--- src/rtl/rsd_pkg.sv ---
// Shared types and constants of the rolling standard deviation block.
package rsd_pkg;

  localparam int unsigned SAMPLE_W  = 16;
  localparam int unsigned WIN_MAX   = 64;
  localparam int unsigned ADDR_W    = $clog2(WIN_MAX);
  localparam int unsigned N_W       = $clog2(WIN_MAX + 1);
  localparam int unsigned CFG_W     = 7;
  localparam int unsigned SUM_W     = SAMPLE_W + N_W - 1;
  localparam int unsigned SQ_W      = 2 * SAMPLE_W + N_W - 2;
  localparam int unsigned DEV_W     = SQ_W + N_W;
  localparam int unsigned FRAC_W    = 16;
  localparam int unsigned RAD_W     = DEV_W + FRAC_W;
  localparam int unsigned ROOT_W    = RAD_W / 2;
  localparam int unsigned CNT_W     = $clog2(ROOT_W);
  localparam int unsigned STD_W     = 23;
  localparam int unsigned QDEPTH    = 2;
  localparam int unsigned QPTR_W    = $clog2(QDEPTH);
  localparam int unsigned QCNT_W    = $clog2(QDEPTH + 1);

  localparam logic [CFG_W-1:0] WIN_RESET = CFG_W'(20);
  localparam logic [STD_W-1:0] STD_MAX   = {STD_W{1'b1}};

  typedef struct packed {
    logic [SAMPLE_W-1:0] sample;
    logic [N_W-1:0]      n;
    logic                full;
  } item_t;

  typedef enum logic [7:0] {
    ST_IDLE  = 8'b0000_0001,
    ST_WRITE = 8'b0000_0010,
    ST_SUM   = 8'b0000_0100,
    ST_MUL   = 8'b0000_1000,
    ST_SUB   = 8'b0001_0000,
    ST_SQRT  = 8'b0010_0000,
    ST_DIV   = 8'b0100_0000,
    ST_DONE  = 8'b1000_0000
  } back_state_e;

endpackage

--- src/rtl/rolling_standard_deviation.sv ---
// For window length N the back end writes the sample into the ring, reads the N newest
// entries for the sums, multiplies, subtracts, then runs a restoring square root and a
// divide by N, one bit a cycle; it takes no new request until its result is loaded.
// A two-entry request queue and the result register let push and pop stall on their own.
// Reset (asynchronous, active low) clears the ring valid bits, counters, request queue
// and result valid flag and loads a window length of 20; no clearing pass is needed.
module rolling_standard_deviation (
  input  logic                         clk_i,
  input  logic                         rst_ni,
  input  logic                         push,
  output logic                         full,
  input  logic [rsd_pkg::SAMPLE_W-1:0] sample_i,
  output logic                         empty,
  input  logic                         pop,
  output logic [rsd_pkg::STD_W-1:0]    std_dev_o,
  output logic                         window_full_o,
  input  logic                         cfg_valid_i,
  output logic                         cfg_ready_o,
  input  logic [rsd_pkg::CFG_W-1:0]    cfg_data_i
);
  import rsd_pkg::*;

  logic  q_pop, q_empty;
  item_t q_item;

  rsd_front u_front (
    .clk_i      (clk_i),
    .rst_ni     (rst_ni),
    .push       (push),
    .full       (full),
    .sample_i   (sample_i),
    .cfg_valid_i(cfg_valid_i),
    .cfg_ready_o(cfg_ready_o),
    .cfg_data_i (cfg_data_i),
    .q_pop_i    (q_pop),
    .q_empty_o  (q_empty),
    .q_item_o   (q_item)
  );

  rsd_back u_back (
    .clk_i        (clk_i),
    .rst_ni       (rst_ni),
    .q_empty_i    (q_empty),
    .q_item_i     (q_item),
    .q_pop_o      (q_pop),
    .empty        (empty),
    .pop          (pop),
    .std_dev_o    (std_dev_o),
    .window_full_o(window_full_o)
  );

endmodule

--- src/rtl/rsd_ram.sv ---
// Generic single-write, single-read RAM with registered read data.
module rsd_ram #(
  parameter int unsigned WIDTH = 16,
  parameter int unsigned DEPTH = 64
) (
  input  logic                     clk_i,
  input  logic                     we_i,
  input  logic [$clog2(DEPTH)-1:0] waddr_i,
  input  logic [WIDTH-1:0]         wdata_i,
  input  logic [$clog2(DEPTH)-1:0] raddr_i,
  output logic [WIDTH-1:0]         rdata_o
);

  logic [WIDTH-1:0] mem_q [DEPTH];

  always_ff @(posedge clk_i) begin
    if (we_i) begin
      mem_q[waddr_i] <= wdata_i;
    end
    rdata_o <= mem_q[raddr_i];
  end

endmodule

--- src/rtl/rsd_front.sv ---
// Front end: config register, sample counter and the request queue to the back end.
module rsd_front (
  input  logic                       clk_i,
  input  logic                       rst_ni,
  input  logic                       push,
  output logic                       full,
  input  logic [rsd_pkg::SAMPLE_W-1:0] sample_i,
  input  logic                       cfg_valid_i,
  output logic                       cfg_ready_o,
  input  logic [rsd_pkg::CFG_W-1:0]  cfg_data_i,
  input  logic                       q_pop_i,
  output logic                       q_empty_o,
  output rsd_pkg::item_t             q_item_o
);
  import rsd_pkg::*;

  logic [CFG_W-1:0]  cfg_q;
  logic [N_W-1:0]    seen_q, seen_d;
  logic [N_W-1:0]    n_eff;
  item_t             ent_q [QDEPTH];
  logic [QPTR_W-1:0] wptr_q, rptr_q;
  logic [QCNT_W-1:0] cnt_q;
  logic              acc, deq;
  item_t             new_item;

  assign cfg_ready_o = 1'b1;
  assign full        = (cnt_q == QCNT_W'(QDEPTH));
  assign q_empty_o   = (cnt_q == '0);
  assign q_item_o    = ent_q[rptr_q];
  assign acc         = push && !full;
  assign deq         = q_pop_i && !q_empty_o;

  // zero means one, anything past the ring depth means the full ring
  always_comb begin
    if (cfg_q == '0) begin
      n_eff = N_W'(1);
    end else if (N_W'(cfg_q) > N_W'(WIN_MAX)) begin
      n_eff = N_W'(WIN_MAX);
    end else begin
      n_eff = N_W'(cfg_q);
    end
  end

  assign seen_d = (seen_q < N_W'(WIN_MAX)) ? seen_q + N_W'(1) : seen_q;

  always_comb begin
    new_item.sample = sample_i;
    new_item.n      = n_eff;
    new_item.full   = (seen_d >= n_eff);
  end

  always_ff @(posedge clk_i or negedge rst_ni) begin
    if (!rst_ni) begin
      cfg_q  <= WIN_RESET;
      seen_q <= '0;
      wptr_q <= '0;
      rptr_q <= '0;
      cnt_q  <= '0;
    end else begin
      if (cfg_valid_i && cfg_ready_o) begin
        cfg_q <= cfg_data_i;
      end
      if (acc) begin
        seen_q <= seen_d;
        wptr_q <= wptr_q + QPTR_W'(1);
      end
      if (deq) begin
        rptr_q <= rptr_q + QPTR_W'(1);
      end
      cnt_q <= cnt_q + QCNT_W'(acc) - QCNT_W'(deq);
    end
  end

  always_ff @(posedge clk_i) begin
    if (acc) begin
      ent_q[wptr_q] <= new_item;
    end
  end

endmodule

--- src/rtl/rsd_back.sv ---
// Back end: sample ring, window sums, square root, divide and result register.
module rsd_back (
  input  logic                        clk_i,
  input  logic                        rst_ni,
  input  logic                        q_empty_i,
  input  rsd_pkg::item_t              q_item_i,
  output logic                        q_pop_o,
  output logic                        empty,
  input  logic                        pop,
  output logic [rsd_pkg::STD_W-1:0]   std_dev_o,
  output logic                        window_full_o
);
  import rsd_pkg::*;

  back_state_e              state_q, state_d;
  item_t                    cur_q;
  logic [ADDR_W-1:0]        wp_q, base_q, raddr;
  logic [WIN_MAX-1:0]       vld_q;
  logic [N_W-1:0]           i_q;
  logic                     rd_pend_q, rd_ok_q, issue;
  logic [SAMPLE_W-1:0]      rdata, v;
  logic signed [SUM_W-1:0]  sum_q;
  logic [SQ_W-1:0]          sq_q;
  logic [2*SAMPLE_W-1:0]    prod;
  logic [SUM_W-1:0]         mag;
  logic [DEV_W-1:0]         nq_q, ss_q;
  logic [RAD_W-1:0]         rad_q;
  logic [ROOT_W+1:0]        rem_q, rem_w, trial;
  logic [ROOT_W-1:0]        root_q;
  logic [CNT_W-1:0]         cnt_q;
  logic [N_W-1:0]           drem_q;
  logic [N_W:0]             dtrial, dsub;
  logic                     dge, out_vld_q, load;
  logic                     we;

  assign q_pop_o = (state_q == ST_IDLE) && !q_empty_i;
  assign we      = (state_q == ST_WRITE);
  assign issue   = (i_q < cur_q.n);
  assign raddr   = base_q - i_q[ADDR_W-1:0];
  assign v       = rd_ok_q ? rdata : '0;
  assign prod    = (2*SAMPLE_W)'($signed(v) * $signed(v));
  assign mag     = sum_q[SUM_W-1] ? SUM_W'(-sum_q) : SUM_W'(sum_q);

  rsd_ram #(
    .WIDTH(SAMPLE_W),
    .DEPTH(WIN_MAX)
  ) u_ring (
    .clk_i  (clk_i),
    .we_i   (we),
    .waddr_i(wp_q),
    .wdata_i(cur_q.sample),
    .raddr_i(raddr),
    .rdata_o(rdata)
  );

  // one root bit per cycle, restoring
  assign rem_w = {rem_q[ROOT_W-1:0], rad_q[RAD_W-1 -: 2]};
  assign trial = {root_q, 2'b01};
  // one quotient bit per cycle, restoring
  assign dtrial = {drem_q, root_q[ROOT_W-1]};
  assign dge    = (dtrial >= {1'b0, cur_q.n});
  assign dsub   = dtrial - {1'b0, cur_q.n};

  assign load  = (state_q == ST_DONE) && (!out_vld_q || pop);
  assign empty = !out_vld_q;

  always_comb begin
    state_d = state_q;
    unique case (state_q)
      ST_IDLE:  if (!q_empty_i) state_d = ST_WRITE;
      ST_WRITE: state_d = ST_SUM;
      ST_SUM:   if (!issue && !rd_pend_q) state_d = ST_MUL;
      ST_MUL:   state_d = ST_SUB;
      ST_SUB:   state_d = ST_SQRT;
      ST_SQRT:  if (cnt_q == CNT_W'(ROOT_W - 1)) state_d = ST_DIV;
      ST_DIV:   if (cnt_q == CNT_W'(ROOT_W - 1)) state_d = ST_DONE;
      ST_DONE:  if (load) state_d = ST_IDLE;
      default:  state_d = ST_IDLE;
    endcase
  end

  always_ff @(posedge clk_i or negedge rst_ni) begin
    if (!rst_ni) begin
      state_q   <= ST_IDLE;
      wp_q      <= '0;
      vld_q     <= '0;
      rd_pend_q <= 1'b0;
      out_vld_q <= 1'b0;
    end else begin
      state_q <= state_d;
      if (we) begin
        wp_q        <= wp_q + ADDR_W'(1);
        vld_q[wp_q] <= 1'b1;
      end
      rd_pend_q <= (state_q == ST_SUM) && issue;
      if (load) begin
        out_vld_q <= 1'b1;
      end else if (pop) begin
        out_vld_q <= 1'b0;
      end
    end
  end

  always_ff @(posedge clk_i) begin
    rd_ok_q <= vld_q[raddr];
    unique case (state_q)
      ST_IDLE: begin
        cur_q <= q_item_i;
      end
      ST_WRITE: begin
        base_q <= wp_q;
        i_q    <= '0;
        sum_q  <= '0;
        sq_q   <= '0;
      end
      ST_SUM: begin
        if (issue) begin
          i_q <= i_q + N_W'(1);
        end
        if (rd_pend_q) begin
          sum_q <= sum_q + SUM_W'($signed(v));
          sq_q  <= sq_q + SQ_W'(prod);
        end
      end
      ST_MUL: begin
        nq_q <= DEV_W'(cur_q.n) * DEV_W'(sq_q);
        ss_q <= DEV_W'(mag) * DEV_W'(mag);
      end
      ST_SUB: begin
        rad_q  <= {nq_q - ss_q, {FRAC_W{1'b0}}};
        rem_q  <= '0;
        root_q <= '0;
        cnt_q  <= '0;
      end
      ST_SQRT: begin
        rad_q <= {rad_q[RAD_W-3:0], 2'b00};
        if (rem_w >= trial) begin
          rem_q  <= rem_w - trial;
          root_q <= {root_q[ROOT_W-2:0], 1'b1};
        end else begin
          rem_q  <= rem_w;
          root_q <= {root_q[ROOT_W-2:0], 1'b0};
        end
        cnt_q  <= (cnt_q == CNT_W'(ROOT_W - 1)) ? '0 : cnt_q + CNT_W'(1);
        drem_q <= '0;
      end
      ST_DIV: begin
        drem_q <= dge ? dsub[N_W-1:0] : dtrial[N_W-1:0];
        root_q <= {root_q[ROOT_W-2:0], dge};
        cnt_q  <= cnt_q + CNT_W'(1);
      end
      ST_DONE: begin
        if (load) begin
          std_dev_o     <= (root_q > ROOT_W'(STD_MAX)) ? STD_MAX : root_q[STD_W-1:0];
          window_full_o <= cur_q.full;
        end
      end
      default: begin
        cur_q <= cur_q;
      end
    endcase
  end

endmodule

--- config.mk ---
export PLATFORM = sky130hd
export DESIGN_NAME = rolling_standard_deviation
export DESIGN_NICKNAME = d
export VERILOG_FILES = /design/src/rtl/rsd_pkg.sv /design/src/rtl/rolling_standard_deviation.sv /design/src/rtl/rsd_ram.sv /design/src/rtl/rsd_front.sv /design/src/rtl/rsd_back.sv
export SDC_FILE = /design/constraint.sdc
export NUM_CORES = 2
export LEC_CHECK = 0
export BUFFER_PORTS_ARGS = -buffer_cell sky130_fd_sc_hd__buf_2
export CAP_MARGIN = 20
export CORE_AREA = 5 5 444 621
export DETAILED_ROUTE_END_ITERATION = 10
export DIE_AREA = 0 0 449 626
export GPL_TIMING_DRIVEN = 0
export PLACE_DENSITY = 0.45
export SYNTH_ARGS = -nofsm -noshare
export SYNTH_HDL_FRONTEND = slang
export SYNTH_SLANG_ARGS = --single-unit
--- constraint.sdc ---
create_clock -name clk_i -period 20.7 [get_ports clk_i]
set_clock_uncertainty 0.15 [all_clocks]
set_input_delay 3.105 -clock clk_i [delete_from_list [all_inputs] [get_ports clk_i]]
set_output_delay 3.105 -clock clk_i [all_outputs]
set_load 0.01 [all_outputs]
==> flow_summary.toml <==
[logic_synthesis]
seq_area_frac_synth_pct = 47.69
ys_seq_elements = 1510
synth_enable_flop_cells = 1395
netlist_instances = 7023
ys_async_sr_fraction_pct = 6.490
netlist_area_sq_mm = 0.09371
synth_area_per_cell_sq_um = 13.34
synth_xor_area_share_pct = 2.792
synthTopCellsByArea = "edfxtp_1 (45%), fa_1 (16%), mux4_2 (8.2%)"
synth_most_common_cell = "edfxtp_1"
ys.flop_type = "edfxtp_1"
synth_common_cells = "edfxtp_1 (1395), inv_1 (1067), fa_1 (761)"
synth_mux_area_share_pct = 9.060
ys_warn_count = 0
yosysTopAreaCell = "edfxtp_1"
synth_top_family_by_area = "adder cells"
synth_compound_area_share_pct = 5.221
netlist.area_leader.share_pct = 44.70
yosys.area_share.adder_pct = 22.49
synth-simple-area-share_pct = 7.445
synth_cell_types = 91

[worst_setup_path]
slowest_delay_ns = 0.81
cp_data_required_time_ns = 21.08
cp-end-kind = "flip-flop"
critPathSlowestCell = "xor2_2"
r2r_end = "u_back.ss_q[43]"
ff2ff_path_depth = 35
path_max_fanout = 11
regToRegSetupSlack_ns = 8.33
crit_type = "reg2reg"
critPathLaunchType = "flip-flop"
timing.rr.start = "u_back.sum_q[0]"
worstPathArrival_ns = 12.74

[sta]
fin_crit_sh_pct = 59.74
slew_headroom_pct = 22.29
clock.fmax_mhz = 80.87
setup_viol = 0
grt_setup_unrepaired = "false"
final-hold-violation-count = 0
tightest_slew_ns = 1.162
fin_crit_ns = 12.37
maxSlewViolCount = 0
fin_tns_setup_ns = 0

[clock_tree]
clk_latency_ns = 0.87
clock-sinks = 1510
clk_path_buf_depth = 4
ctsHoldBuffers = 0
cts_resized = 0
clk_pin_slew_worst_paths_ns = 0.06
h-tree-depth = 4
numCtsBuffers = 165
cts_setup_buffers = 0
clock-root-buffer = "clkbuf_16"
cts_tree = "built"

[worst_hold_path]
hold_path_depth = 1
hold_path_class = "reg2reg"
min_to = "u_back.vld_q[15]"
min_from = "u_back.vld_q[15]"

[detailed_routing]
viasPerCell = 4.958
dr.pass1.iters = 6
ant_nets = 0
avgRoutedWirePerCell_um = 23.58
drt_iter0_drc = 3296
drc = 0
num_vias = 54840
wirelength_mm = 260.8

[floorplanning]
die_h_um = 626
fp.coreArea_sq_mm = 0.2698
dieArea_sq_mm = 0.2811
die_w_um = 449
io_pins = 55
rows = 226
initial_core_util_pct = 34.74

[final_layout]
layout.nets = 8649
area_growth_pct = 13.86
drive_above_1_share_pct = 13.23

[global_routing]
antenna_found_initial = 1
grt_usage_pct = 18.59
grt_max_degree = 61
grt_pass1_vias = 60510
grt_pass1_wl_mm = 391.1
grt-ovfl-total = 0

[outcome]
status = "finished clean"

[placed_design]
gp_congestion = 0.8490
hpwl_mm = 206.3
io_buffer_count = 52

[flow_run]
drv.max_cap_violation_count = 0
worst max-delay path: cells and delay by family (launching register included):
| kind | cells | cell delay, ns |
|---|---|---|
| AOI/OAI and AO/OA | 10 | 2.77 |
| DFF | 1 | 0.50 |
| and+or+nand+nor | 4 | 1.24 |
| adders and majority gates | 9 | 4.07 |
| buffers and inverters | 10 | 2.40 |
| xor gates and xnor gates | 2 | 0.91 |
worst max path at each step:
stage                                  to            start  slack (ns)  cells past startpoint
after floorplan           u_back.ss_q[43]  u_back.sum_q[0]       11.26                     34
after global placement    u_back.ss_q[43]  u_back.sum_q[0]        7.70                     35
after detailed placement  u_back.ss_q[43]  u_back.sum_q[0]        8.21                     35
after CTS                 u_back.ss_q[43]  u_back.sum_q[0]        8.16                     35
after global routing      u_back.ss_q[43]  u_back.sum_q[0]        7.81                     35
final                     u_back.ss_q[43]  u_back.sum_q[0]        8.33                     35
logic make-up after synthesis:
logic type               Yosys count
flip-flops                      1510
XOR/XNOR                         297
other                              2
buffers and inverters           1315
adder cells (fa/ha/maj)         1228
multiplexers                     419
AND/OR/NAND/NOR                 1486
AO/OA/AOI/OAI                    766
layout make-up:
cell class / count / area (sq um)
Antenna cell: 3 / 7.507
Buffer: 237 / 915.9
Clock buffer: 215 / 4554
Clock inverter: 82 / 732.0
Fill cell: 25600 / 163100
Inverter: 1078 / 4048
Multi-Input combinational cell: 4214 / 44370
Sequential cell: 1510 / 44690
Tap cell: 3534 / 4422
Timing Repair Buffer: 187 / 2965
layer usage:
layer | vias up | part of all wire [%] | global-route usage [%]
li1 | 25100 | - | -
met1 | 28360 | 37 | 20.80
met2 | 987 | 55 | 35.94
met3 | 395 | 3.0 | 1.743
met4 | 0 | 4.8 | 7.633
met5 | - | 0 | 0
state kept, by name, summed over array words and instances, names as in the netlist, 7 cells and up:
register               count
u_back.cur_q              24
u_back.drem_q              7
u_back.i_q                 7
u_back.nq_q               44
u_back.rad_q              44
u_back.rem_q              30
u_back.root_q             30
u_back.sq_q               37
u_back.ss_q               43
u_back.state_q             8
u_back.std_dev_o          23
u_back.sum_q              22
u_back.u_ring.mem_q     1024
u_back.u_ring.rdata_o     16
u_back.vld_q              64
u_front.cfg_q              7
u_front.ent_q             48
u_front.seen_q             7
placed cells by master (no fill, tap or decap), drive strengths merged, types with 17 or more instances in the layout:
cell type / synthesis / layout
edfxtp: 1395 / 1395
inv: 1074 / 1081
fa: 761 / 761
nand2: 512 / 512
ha: 467 / 467
clkbuf: 196 / 411
nor2: 408 / 408
mux4: 340 / 340
a21oi: 267 / 267
buf: 41 / 228
xnor2: 179 / 179
a21o: 138 / 138
o21ai: 125 / 125
xor2: 118 / 118
dfrtp: 95 / 95
and2: 95 / 95
or2: 71 / 71
nand3: 70 / 70
and3: 70 / 70
clkinv: 4 / 63
nor2b: 56 / 56
nand2b: 53 / 53
nor3: 51 / 51
mux2i: 45 / 45
a211oi: 38 / 38
o21a: 35 / 35
mux2: 34 / 34
nand4: 32 / 32
o21bai: 27 / 27
o31ai: 18 / 18
conb: 2 / 18
dfxtp: 17 / 17
metrics by stage:
step | util (%) | worst slack, ns | hold WS [ns] | instance area [sq um] | instances
6_report | 39.55 | 8.334 | 0.3101 | 106700 | 11060
5_1_grt | 39.55 | 7.814 | 0.3215 | 106700 | 11060
4_1_cts | 39.51 | 8.163 | 0.3117 | 106600 | 11050
3_5_place_dp | 37.55 | 8.206 | 0.2965 | 101300 | 10750
3_3_place_gp | 36.50 | 7.703 | 0.2922 | 98450 | 10630
2_1_floorplan | - | 11.26 | 0.2503 | 93770 | 7039
Power is left out: the tool's default activity adds up to more than one toggle a clock period on the data nets, which glitch-free logic cannot reach.
